### src/design/gntk_pkg.sv
// gntk_pkg: shared types and constants of the top-k neighbour select unit
// no dependencies; used by gntk_ctrl, gntk_dp and the top level
package gntk_pkg;

    localparam int MAX_KEEP = 16;
    localparam int IW = (MAX_KEEP > 1) ? $clog2(MAX_KEEP) : 1;
    localparam int FW = $clog2(MAX_KEEP + 1);
    localparam int KEYW = 48 + 16 + IW;

    localparam logic [1:0] OP_COORD = 2'd0;
    localparam logic [1:0] OP_START = 2'd1;
    localparam logic [1:0] OP_CLEAR = 2'd2;

    localparam logic CFG_KEEP_COUNT    = 1'b0;
    localparam logic CFG_EXPLORE_LIMIT = 1'b1;

    localparam logic KIND_BEST = 1'b0;
    localparam logic KIND_KEPT = 1'b1;

    typedef struct packed {
        logic [1:0]         op;
        logic [15:0]        neighbor_id;
        logic signed [15:0] query_coord;
        logic signed [15:0] neighbor_coord;
        logic               last_coord;
        logic               last_neighbor;
    } t_in_item;

    typedef struct packed {
        logic        record_kind;
        logic [15:0] node_id;
        logic [47:0] distance;
        logic        found;
        logic        last;
    } t_out_item;

    typedef struct packed {
        logic accept;
        logic exec;
        logic scan_step;
        logic replace;
        logic emit_best;
        logic sort_step;
        logic emit_ent;
        logic clear_q;
    } t_cmd;

    typedef struct packed {
        logic [1:0]    op;
        logic          lc;
        logic          ln;
        logic          stopped;
        logic          fill_lt_limit;
        logic          fill_zero;
        logic          scan_last;
        logic          pos_last;
        logic          out_free;
        logic [FW-1:0] fill;
    } t_sts;

endpackage

### src/design/gntk_ctrl.sv
// gntk_ctrl: sequencing state machine of the top-k neighbour select unit
// depends on gntk_pkg; drives gntk_dp through t_cmd, reads t_sts
module gntk_ctrl (
    input  logic          i_clk,
    input  logic          i_rst_n,
    input  logic          i_valid,
    output logic          o_stall,
    input  gntk_pkg::t_sts i_sts,
    output gntk_pkg::t_cmd o_cmd
);

    typedef enum logic [2:0] {
        S_IDLE, S_EXEC, S_SCAN, S_REPL, S_BEST, S_SORT, S_ENT
    } t_state;

    t_state r_state;
    t_state n_state;

    assign o_stall = (r_state != S_IDLE);

    always_comb begin
        n_state = r_state;
        o_cmd   = '0;
        case (r_state)
            S_IDLE: begin
                if (i_valid) begin
                    o_cmd.accept = 1'b1;
                    n_state      = S_EXEC;
                end
            end
            S_EXEC: begin
                o_cmd.exec = 1'b1;
                n_state    = S_IDLE;
                if (i_sts.op == gntk_pkg::OP_COORD && i_sts.lc) begin
                    if (!i_sts.stopped && !i_sts.fill_lt_limit && !i_sts.fill_zero)
                        n_state = S_SCAN;
                    else if (i_sts.ln)
                        n_state = S_BEST;
                end
            end
            S_SCAN: begin
                o_cmd.scan_step = 1'b1;
                if (i_sts.scan_last) n_state = S_REPL;
            end
            S_REPL: begin
                o_cmd.replace = 1'b1;
                n_state       = i_sts.ln ? S_BEST : S_IDLE;
            end
            S_BEST: begin
                if (i_sts.out_free) begin
                    o_cmd.emit_best = 1'b1;
                    if (i_sts.fill_zero) begin
                        o_cmd.clear_q = 1'b1;
                        n_state       = S_IDLE;
                    end else begin
                        n_state = S_SORT;
                    end
                end
            end
            S_SORT: begin
                o_cmd.sort_step = 1'b1;
                if (i_sts.scan_last) n_state = S_ENT;
            end
            S_ENT: begin
                if (i_sts.out_free) begin
                    o_cmd.emit_ent = 1'b1;
                    if (i_sts.pos_last) begin
                        o_cmd.clear_q = 1'b1;
                        n_state       = S_IDLE;
                    end else begin
                        n_state = S_SORT;
                    end
                end
            end
            default: n_state = S_IDLE;
        endcase
    end

    always_ff @(posedge i_clk) begin
        if (!i_rst_n) begin
            r_state <= S_IDLE;
        end else begin
            r_state <= n_state;
        end
    end

endmodule

### src/design/gntk_dp.sv
// gntk_dp: distance accumulator, kept table, best tracker and output register
// depends on gntk_pkg; commanded by gntk_ctrl
module gntk_dp (
    input  logic                 i_clk,
    input  logic                 i_rst_n,
    input  gntk_pkg::t_in_item   i_item,
    input  logic                 i_cfg_we,
    input  logic                 i_cfg_idx,
    input  logic [7:0]           i_cfg_data,
    input  gntk_pkg::t_cmd       i_cmd,
    output gntk_pkg::t_sts       o_sts,
    output logic                 o_valid,
    input  logic                 i_stall,
    output gntk_pkg::t_out_item  o_item
);

    localparam int IW   = gntk_pkg::IW;
    localparam int FW   = gntk_pkg::FW;
    localparam int KEYW = gntk_pkg::KEYW;
    // wide enough for keep_count, the table size and the fill count
    localparam int LW   = ((FW > 5) ? FW : 5) + 1;

    // configuration
    logic [4:0] r_keep;
    logic [7:0] r_limit;

    // latched item and squared difference
    logic [1:0]  r_op;
    logic [15:0] r_id;
    logic        r_lc;
    logic        r_ln;
    logic [33:0] r_sq;

    // query state
    logic [47:0] r_sum;
    logic [47:0] r_best_d;
    logic [15:0] r_best_n;
    logic        r_best_v;
    logic [8:0]  r_explored;
    logic        r_stopped;
    logic [47:0] r_d;

    // kept table
    logic [47:0] r_kd [gntk_pkg::MAX_KEEP];
    logic [15:0] r_kn [gntk_pkg::MAX_KEEP];
    logic [FW-1:0] r_fill;

    // scan and sort state
    logic [IW-1:0]   r_idx;
    logic            r_dup;
    logic [47:0]     r_max_d;
    logic [15:0]     r_max_n;
    logic [IW-1:0]   r_max_i;
    logic [KEYW-1:0] r_prev;
    logic            r_have_prev;
    logic [KEYW-1:0] r_cand;
    logic            r_cand_v;
    logic [FW-1:0]   r_pos;

    logic                r_ov;
    gntk_pkg::t_out_item r_out;

    logic signed [16:0] diff;
    logic signed [33:0] diff_w;
    logic [48:0]        sum_wide;
    logic [47:0]        n_sum;
    logic [LW-1:0]      lim;
    logic [47:0]        e_d;
    logic [15:0]        e_n;
    logic [KEYW-1:0]    key;
    logic               take;

    assign diff     = 17'(i_item.query_coord) - 17'(i_item.neighbor_coord);
    assign diff_w   = 34'(diff);
    assign sum_wide = {1'b0, r_sum} + 49'(r_sq);
    assign n_sum    = sum_wide[48] ? '1 : sum_wide[47:0];
    assign lim      = (LW'(r_keep) > LW'(gntk_pkg::MAX_KEEP)) ? LW'(gntk_pkg::MAX_KEEP)
                                                               : LW'(r_keep);
    assign e_d      = r_kd[r_idx];
    assign e_n      = r_kn[r_idx];
    assign key      = {e_d, e_n, r_idx};
    assign take     = (!r_have_prev || key > r_prev) && (!r_cand_v || key < r_cand);

    always_comb begin
        o_sts               = '0;
        o_sts.op            = r_op;
        o_sts.lc            = r_lc;
        o_sts.ln            = r_ln;
        o_sts.stopped       = r_stopped;
        o_sts.fill_lt_limit = LW'(r_fill) < lim;
        o_sts.fill_zero     = (r_fill == '0);
        o_sts.scan_last     = (FW'(r_idx) + FW'(1)) == r_fill;
        o_sts.pos_last      = (r_pos + FW'(1)) == r_fill;
        o_sts.out_free      = !r_ov || !i_stall;
        o_sts.fill          = r_fill;
    end

    assign o_valid = r_ov;
    assign o_item  = r_out;

    // control state
    always_ff @(posedge i_clk) begin
        if (!i_rst_n) begin
            r_keep      <= 5'd8;
            r_limit     <= 8'd255;
            r_fill      <= '0;
            r_sum       <= '0;
            r_best_d    <= '1;
            r_best_n    <= '0;
            r_best_v    <= 1'b0;
            r_explored  <= '0;
            r_stopped   <= 1'b0;
            r_ov        <= 1'b0;
            r_op        <= gntk_pkg::OP_START;
            r_lc        <= 1'b0;
            r_ln        <= 1'b0;
            r_idx       <= '0;
            r_have_prev <= 1'b0;
            r_cand_v    <= 1'b0;
            r_pos       <= '0;
        end else begin
            if (i_cfg_we) begin
                case (i_cfg_idx)
                    gntk_pkg::CFG_KEEP_COUNT:    r_keep  <= i_cfg_data[4:0];
                    gntk_pkg::CFG_EXPLORE_LIMIT: r_limit <= i_cfg_data;
                    default: ;
                endcase
            end
            if (i_cmd.accept) begin
                r_op <= i_item.op;
                r_lc <= i_item.last_coord;
                r_ln <= i_item.last_neighbor;
            end
            if (i_cmd.exec) begin
                r_idx <= '0;
                case (r_op)
                    gntk_pkg::OP_START: begin
                        r_sum      <= '0;
                        r_best_d   <= '1;
                        r_best_n   <= '0;
                        r_best_v   <= 1'b0;
                        r_explored <= '0;
                        r_stopped  <= 1'b0;
                    end
                    gntk_pkg::OP_CLEAR: r_fill <= '0;
                    gntk_pkg::OP_COORD: begin
                        if (!r_stopped) begin
                            if (r_lc) begin
                                r_sum <= '0;
                                if (!r_best_v || n_sum < r_best_d) begin
                                    r_best_d <= n_sum;
                                    r_best_n <= r_id;
                                    r_best_v <= 1'b1;
                                end
                                if (r_explored >= 9'(r_limit)) r_stopped <= 1'b1;
                                else r_explored <= r_explored + 9'd1;
                                if (LW'(r_fill) < lim) r_fill <= r_fill + FW'(1);
                            end else begin
                                r_sum <= n_sum;
                            end
                        end
                    end
                    default: ;
                endcase
            end
            if (i_cmd.scan_step) r_idx <= r_idx + IW'(1);
            if (i_cmd.emit_best) begin
                r_idx       <= '0;
                r_have_prev <= 1'b0;
                r_cand_v    <= 1'b0;
                r_pos       <= '0;
            end
            if (i_cmd.sort_step) begin
                r_idx <= r_idx + IW'(1);
                if (take) r_cand_v <= 1'b1;
            end
            if (i_cmd.emit_ent) begin
                r_idx       <= '0;
                r_have_prev <= 1'b1;
                r_cand_v    <= 1'b0;
                r_pos       <= r_pos + FW'(1);
            end
            if (i_cmd.clear_q) begin
                r_sum      <= '0;
                r_best_d   <= '1;
                r_best_n   <= '0;
                r_best_v   <= 1'b0;
                r_explored <= '0;
                r_stopped  <= 1'b0;
            end
            if (i_cmd.emit_best || i_cmd.emit_ent) r_ov <= 1'b1;
            else if (!i_stall) r_ov <= 1'b0;
        end
    end

    // payload
    always_ff @(posedge i_clk) begin
        if (i_cmd.accept) begin
            r_id <= i_item.neighbor_id;
            r_sq <= diff_w * diff_w;
        end
        if (i_cmd.exec) r_d <= n_sum;
        if (i_cmd.exec && r_op == gntk_pkg::OP_COORD && !r_stopped && r_lc
            && LW'(r_fill) < lim) begin
            r_kd[r_fill[IW-1:0]] <= n_sum;
            r_kn[r_fill[IW-1:0]] <= r_id;
        end
        if (i_cmd.scan_step) begin
            if (r_idx == '0) begin
                r_dup   <= (e_n == r_id);
                r_max_d <= e_d;
                r_max_n <= e_n;
                r_max_i <= r_idx;
            end else begin
                if (e_n == r_id) r_dup <= 1'b1;
                if (e_d > r_max_d || (e_d == r_max_d && e_n >= r_max_n)) begin
                    r_max_d <= e_d;
                    r_max_n <= e_n;
                    r_max_i <= r_idx;
                end
            end
        end
        if (i_cmd.replace && !r_dup && r_d < r_max_d) begin
            r_kd[r_max_i] <= r_d;
            r_kn[r_max_i] <= r_id;
        end
        if (i_cmd.sort_step && take) r_cand <= key;
        if (i_cmd.emit_best) begin
            r_out.record_kind <= gntk_pkg::KIND_BEST;
            r_out.node_id     <= r_best_n;
            r_out.distance    <= r_best_d;
            r_out.found       <= r_best_v;
            r_out.last        <= (r_fill == '0);
        end
        if (i_cmd.emit_ent) begin
            r_prev            <= r_cand;
            r_out.record_kind <= gntk_pkg::KIND_KEPT;
            r_out.node_id     <= r_cand[IW +: 16];
            r_out.distance    <= r_cand[IW+16 +: 48];
            r_out.found       <= r_best_v;
            r_out.last        <= (r_pos + FW'(1)) == r_fill;
        end
    end

endmodule

### src/design/graph_neighbor_topk_select_unit.sv
// graph_neighbor_topk_select_unit: top level of the top-k neighbour select unit
// depends on gntk_pkg, gntk_ctrl and gntk_dp
//
// usage
// - input channel i_valid/o_stall carries one item: a coordinate pair, a start
//   of query or a clear of the kept table (op field)
// - a coordinate item first registers its squared difference, then accumulates
//   it and, on a neighbour's last coordinate, updates the best neighbour
// - when a neighbour's last coordinate arrives with a full kept table and the
//   query not stopped, the table is scanned once, one entry a cycle
// - a query end emits one best record, then the kept entries sorted; each
//   sorted entry is found by a selection scan over the kept_fill entries
// - output channel o_valid/i_stall is fed from one output register; a stall
//   holds the record and pauses the report, no item is taken meanwhile
// - configuration (keep_count, explore_limit) is written through
//   i_cfg_we/i_cfg_idx/i_cfg_data while the unit is idle
// - reset: keep_count 8, explore_limit 255, kept table empty, query cleared;
//   no clearing pass is needed
module graph_neighbor_topk_select_unit (
    input  logic                i_clk,
    input  logic                i_rst_n,
    input  logic                i_valid,
    output logic                o_stall,
    input  gntk_pkg::t_in_item  i_item,
    output logic                o_valid,
    input  logic                i_stall,
    output gntk_pkg::t_out_item o_item,
    input  logic                i_cfg_we,
    input  logic                i_cfg_idx,
    input  logic [7:0]          i_cfg_data
);

    gntk_pkg::t_cmd cmd;   // controller commands to the datapath
    gntk_pkg::t_sts sts;   // datapath status back to the controller

    gntk_ctrl u_ctrl (
        .i_clk   (i_clk),
        .i_rst_n (i_rst_n),
        .i_valid (i_valid),
        .o_stall (o_stall),
        .i_sts   (sts),
        .o_cmd   (cmd)
    );

    gntk_dp u_dp (
        .i_clk      (i_clk),
        .i_rst_n    (i_rst_n),
        .i_item     (i_item),
        .i_cfg_we   (i_cfg_we),
        .i_cfg_idx  (i_cfg_idx),
        .i_cfg_data (i_cfg_data),
        .i_cmd      (cmd),
        .o_sts      (sts),
        .o_valid    (o_valid),
        .i_stall    (i_stall),
        .o_item     (o_item)
    );

    // kept table never grows past its storage
    a_fill_bound: assert property (@(posedge i_clk) disable iff (!i_rst_n)
        32'(sts.fill) <= gntk_pkg::MAX_KEEP)
        else $error("kept table fill beyond storage");

    // a record is only loaded when the output register can take it
    a_emit_free: assert property (@(posedge i_clk) disable iff (!i_rst_n)
        (cmd.emit_best || cmd.emit_ent) |-> sts.out_free)
        else $error("record loaded over a waiting record");

    // no item is taken while a report is in progress
    a_no_accept_emit: assert property (@(posedge i_clk) disable iff (!i_rst_n)
        (cmd.emit_best || cmd.emit_ent || cmd.sort_step) |-> o_stall)
        else $error("item accepted during report");

    // a loaded record shows up on the output next cycle
    a_emit_valid: assert property (@(posedge i_clk) disable iff (!i_rst_n)
        (cmd.emit_best || cmd.emit_ent) |=> o_valid)
        else $error("loaded record not presented");

endmodule
### config.mk
export PLATFORM = sky130hd
export DESIGN_NAME = graph_neighbor_topk_select_unit
export DESIGN_NICKNAME = d
export VERILOG_FILES = /design/src/design/gntk_pkg.sv /design/src/design/gntk_ctrl.sv /design/src/design/gntk_dp.sv /design/src/design/graph_neighbor_topk_select_unit.sv
export SDC_FILE = /design/constraint.sdc
export NUM_CORES = 2
export LEC_CHECK = 0
export ABC_CLOCK_PERIOD_IN_PS = 13900
export BUFFER_PORTS_ARGS = -buffer_cell sky130_fd_sc_hd__buf_2
export CAP_MARGIN = 10
export CELL_PAD_IN_SITES_DETAIL_PLACEMENT = 0
export CELL_PAD_IN_SITES_GLOBAL_PLACEMENT = 1
export CORE_MARGIN = 3
export CORE_UTILIZATION = 51
export CTS_BUF_LIST = sky130_fd_sc_hd__clkbuf_2
export CTS_CLUSTER_SIZE = 24
export DETAILED_ROUTE_END_ITERATION = 7
export GPL_ROUTABILITY_DRIVEN = 1
export GPL_TIMING_DRIVEN = 0
export PLACE_DENSITY_LB_ADDON = 0.1
export SLEW_MARGIN = 10
export SYNTH_ARGS = -nofsm -noshare
export SYNTH_HDL_FRONTEND = slang
export SYNTH_SLANG_ARGS = --single-unit
### constraint.sdc
create_clock -name i_clk -period 13.9 [get_ports i_clk]
set_input_delay 4.17 -clock i_clk [delete_from_list [all_inputs] [get_ports i_clk]]
set_output_delay 4.17 -clock i_clk [all_outputs]
set_load 0.02 [all_outputs]
# Yosys cells after proc, flatten, opt, wreduce, memory -nomap -nowiden
# Memory sizes are Yosys's and may differ from the RTL's. A register that Yosys moved wholly into a read port is not among the register bits.
# Cells that the tools add are included.
# word_totals
ff_bits	530
ram_bits	1024
inputBits	66
output_inout_bits	69
wordCells	219
memories	2
# classes
add_sub_neg	7
multipliers	1
n_lt_le_gt_ge	9
n_eq_ne	23
mux	91
n_bitwise	2
n_reduce_logical	52
# memory_table
memory	words	word_bits	read_ports	rd_ports_with_merged_regs	wr	line	rtl
u_dp.r_kd	16	48	1	1	1	gntk_dp.sv:44	logic [47:0] r_kd [gntk_pkg::MAX_KEEP];
u_dp.r_kn	16	16	1	1	1	gntk_dp.sv:45	logic [15:0] r_kn [gntk_pkg::MAX_KEEP];
# ops
cell	n
$mux 48	9
$pmux 48 s2	2
$mux 66	2
$lt 48x48->1	2
$mux 16	6
$gt 68x68->1	1
$lt 68x68->1	1
$add 48x34->49	1
$eq 48x48->1	1
$gt 48x48->1	1
$mux 4	12
$reduce_or 48->1	1
$mul 17x17->34	1
$mux 1	33
$pmux 16 s2	1
$mux 3	10
$mux 5	6
$mux 9	3
$pmux 3 s7	1
$reduce_and 5->1	4
$pmux 9 s2	1
$sub 16x16->17	1
$eq 16x16->1	1
$ge 16x16->1	1
33 further kinds	83

# Logic depth before layout (Yosys ltp)
# logic_depth
ltp_word	9
depth_mapped	39
depth_no_buf	37

# Hierarchy
# From an unflattened synthesis, not the netlist that was laid out.
# hier_totals
hier_cells	6323
area_unflattened_um2	87473.9
# by_module_without_submodules
mod	instances	cells_per_inst	area_per_inst_um2	seq_area_each_um2
gntk_dp	1	6279	87106.0	45043.2
gntk_ctrl	1	44	367.9	60.1

# Worst setup path after synthesis
# OpenSTA, ideal clock, no wires.
# synth_path
path_type	input to register
startpoint	in i_item[18] in the netlist's numbering
endpoint	reg u_dp.r_sq[32] (data pin)
setup_time_ns	0.262
arrival_time_ns	12.239
required_time_ns	13.638
path_slack_ns	1.399
cell_stages	36
path_buffers	1
cell_sequence	inv_1 ha_1 fa_1 nor2b_1 o21ai_0 a21boi_0 o21a_1 o21ai_0 a21oi_1 nand3b_1 a311oi_1 or3_1 a31o_2 inv_1 buf_2 nor2_1 fa_1 fa_1 fa_1 fa_1 fa_1 inv_1 fa_1 inv_1 ha_1 a21o_1 a21oi_1 o22ai_1 or4_1 o211ai_1 o22ai_1 o41ai_1 o2111ai_1 nor3_1 a21oi_1 xor2_1
# synth_via
elab_chain_cells	2
# synth_rtl
element	line	rtl
start, declared	graph_neighbor_topk_select_unit.sv:24	input gntk_pkg::t_in_item i_item,
$sub 16x16->17	gntk_dp.sv:73	assign diff = 17'(i_item.query_coord) - 17'(i_item.neighbor_coord);
$mul 17x17->34	gntk_dp.sv:200	r_sq <= diff_w * diff_w;
end signal, assigned	gntk_dp.sv:200	
end, declared	gntk_dp.sv:32	logic [33:0] r_sq;
# No other way between the ends.
# A chain may end at the register's enable or synchronous reset.

# Worst setup path after layout
# layout_path
startpoint	in i_item[2] in the netlist's numbering
endpoint	reg u_dp.r_sq[33] (data pin)
# The elaborated chain is that of the path after synthesis.

==> results.toml <==
[run_status]
status = "finished, final reports clean"

[synth]
ys_ff_latch = 1557
synth_edf_count = 1392
synth_ff_type = "edfxtp_1"
synth_top_area_share_pct = 53.8
async_reset_ff_share_pct = 0
synth.most_common_cell = "edfxtp_1"
ys_types = 83
syn_area_per_cell_um2 = 14.5
synth_fp_nets = 6147
synth_cells = 5365
yosysTopAreaCell = "edfxtp_1"
syn_area_mm2 = 0.0777
synth_common_cells = "1392 x edfxtp_1, 659 x inv_1, 445 x ha_1"
ys_top_cells_by_area = "edfxtp_1 54%, mux4_2 9.3%, ha_1 7.2%"
seq_area_frac_synth_pct = 58.1
synth_warnings = 0

[cells_and_area]
regArea_mm2 = 0.0451
nets = 6793
final_layout_size_suffix_gt1_share_pct = 20.7
final.fill_count = 12283
multiInputGateArea_mm2 = 0.0297
area_delta_synth_final_pct = 12.1
finish.utilization_pct = 57.9

[die]
ioPinCount = 135
dieArea_mm2 = 0.157
initial_core_util_pct = 51.6
fp.dieH_um = 396
num_rows = 142
core_mm2 = 0.150
die_x_um = 396

[worst_setup_path]
path_class = "primary input to register"
crit_fanout = 11
worst_ep_arrival_time_ns = 13.83
cp_slowest_cell = "fa_1"
cp-end-kind = "register"
cp.required_ns = 15.30
crit_top_cell = "fa_1"
crit_family = "adder cells"
max_stage_delay_ns = 1.13
crit_buf_inv = 7
cp-start-kind = "primary input"

[global_routing]
antenna_found_initial = 9
grt-ovfl-total = 0
grt_pass1_vias = 48655
grt_pass1_wl_mm = 318
grt_use_total_pct = 27.7
grt_max_degree = 56

[place]
io_buffers = 134
gp_congestion = 0.922
pre_cts_ws_ns = -0.247
dp_hpwl_mm = 160

[clocking]
post_cts_resized = 0
cts.sinks = 1557
clk_latency_ns = 1.75
clockRootBuffer = "clkbuf_2"
post_cts_buffers = 0
h-tree-depth = 5
numCtsBuffers = 402
clk_path_buf_depth = 4
clk_pin_slew_ns = 0.11
holdBufCountCts = 0
cts_tree = "built"

[sta]
setup_violations = 0
slew_headroom_pct = 17.6
fmax_ghz = 0.0804
fin_crit_ns = 12.43
tightest_slew_ns = 1.22
rsz0062_at_grt = "no"
finalClockSkew_ns = 0.192
layout_setup_ws_ns = 1.47
hold_viol = 0
period_share_pct = 89.4
hold_ws_ns = 0.350
drv_slew = 0

[job]
cap_violations = 0

[route]
wirelength_mm = 216
antenna_left = 0
first_pass_iters = 5
drcViolationCount = 0
vias = 48119
avgViaCountPerCell = 5.77
drt_iter0_drc = 4468
wire_per_inst_um = 25.9

[min_path]
holdCritPathClass = "register to register"
-- layout make-up --
class	instances	area share [%]
Sequential cell	1557	51.8
Multi-Input combinational cell	2947	34.1
Timing Repair Buffer	242	3.39
Clock buffer	562	3.23
Tap cell	2016	2.90
Inverter	664	2.86
Buffer	197	0.961
Clock inverter	140	0.721
Antenna cell	10	0.0287
-- metal layers --
| layer | GRT usage [%] | vias to the layer above | routed length (µm) |
|---|---|---|---|
| met1 | 38.4 | 24567 | 90500 |
| met5 | 0 | - | 34 |
| li1 | - | 21393 | - |
| met3 | 5.05 | 362 | 15200 |
| met2 | 44.7 | 1793 | 104000 |
| met4 | 8.98 | 4 | 6450 |
-- worst register-to-register path, cell delays in order (launching register included) --
cell and delay, ns:
dfxtp_1 0.44, buf_1 0.72, buf_1 0.61, clkbuf_1 0.84, clkbuf_1 0.74, mux4_2 0.41, mux4_2 0.65, ha_1 0.41
a21o_1 0.19, a21o_1 0.17, a21o_1 0.17, a21o_1 0.16, a21oi_1 0.13, nor2_1 0.06, a211oi_1 0.73, o211ai_1 0.48
a311oi_1 0.68, o31ai_1 0.37, a21oi_4 0.56, buf_16 0.24, buf_12 0.21
-- per-stage QoR --
step | cell area, µm² | setup TNS, ns | instances
finish | 87100 | 0 | 8335
global route | 87100 | 0 | 8333
CTS | 87000 | 0 | 8323
detailed placement | 83600 | -0.450 | 7621
global placement | 80900 | -252.36 | 7515
floorplan | 77700 | 0 | 5365
-- cells in the final DEF (no fill, tap or decap), types with 72 or more instances in the layout --
cell type and instances:
xnor2_1 84, nand2_1 307, clkbuf_1 125, inv_1 658
o21ai_0 173, clkbuf_2 565, nor2_1 287, ha_1 445
fa_1 271, edfxtp_1 1392, buf_2 189, dfxtp_1 165
nand4_1 72, a21o_1 166, mux4_2 320, a21oi_1 152
clkinv_1 124
-- sequential cells by signal (all words and copies together), names as in the netlist, 8 cells and up, named ones only --
name             cells
u_dp.r_kd          768
u_dp.r_kn          256
u_dp.r_cand         68
u_dp.r_prev         68
u_dp.o_item         67
u_dp.r_best_d       48
u_dp.r_d            48
u_dp.r_max_d        48
u_dp.r_sum          48
u_dp.r_sq           33
u_dp.r_best_n       16
u_dp.r_id           16
u_dp.r_max_n        16
u_dp.r_explored      9
u_dp.r_limit         8
-- worst paths after layout --
path	start	end	slack (ns)	depth (start not counted)
worst max-delay path	i_item[2]	u_dp.r_sq[33]$_DFFE_PP_	1.47	37
worst max register to register	register	u_dp.r_cand[46]$_DFFE_PP_	4.48	20
worst min-delay path	u_dp.r_cand[58]$_DFFE_PP_	u_dp.r_prev[58]$_DFFE_PP_	0.35	0
worst min register to register	u_dp.r_cand[58]$_DFFE_PP_	u_dp.r_prev[58]$_DFFE_PP_	0.35	0
-- cells by family after synthesis --
family          after synthesis  synth area share, %
flops                      1557                 58.1
simple gates                957                 5.74
buf+inv                     861                 4.28
compound gates              808                 6.80
fa+ha+maj                   716                 14.2
mux                         341                 9.56
xor+xnor                    125                 1.41
Power is left out: the tool's default activity adds up to more than one toggle a clock period on the data nets, which glitch-free logic cannot reach.
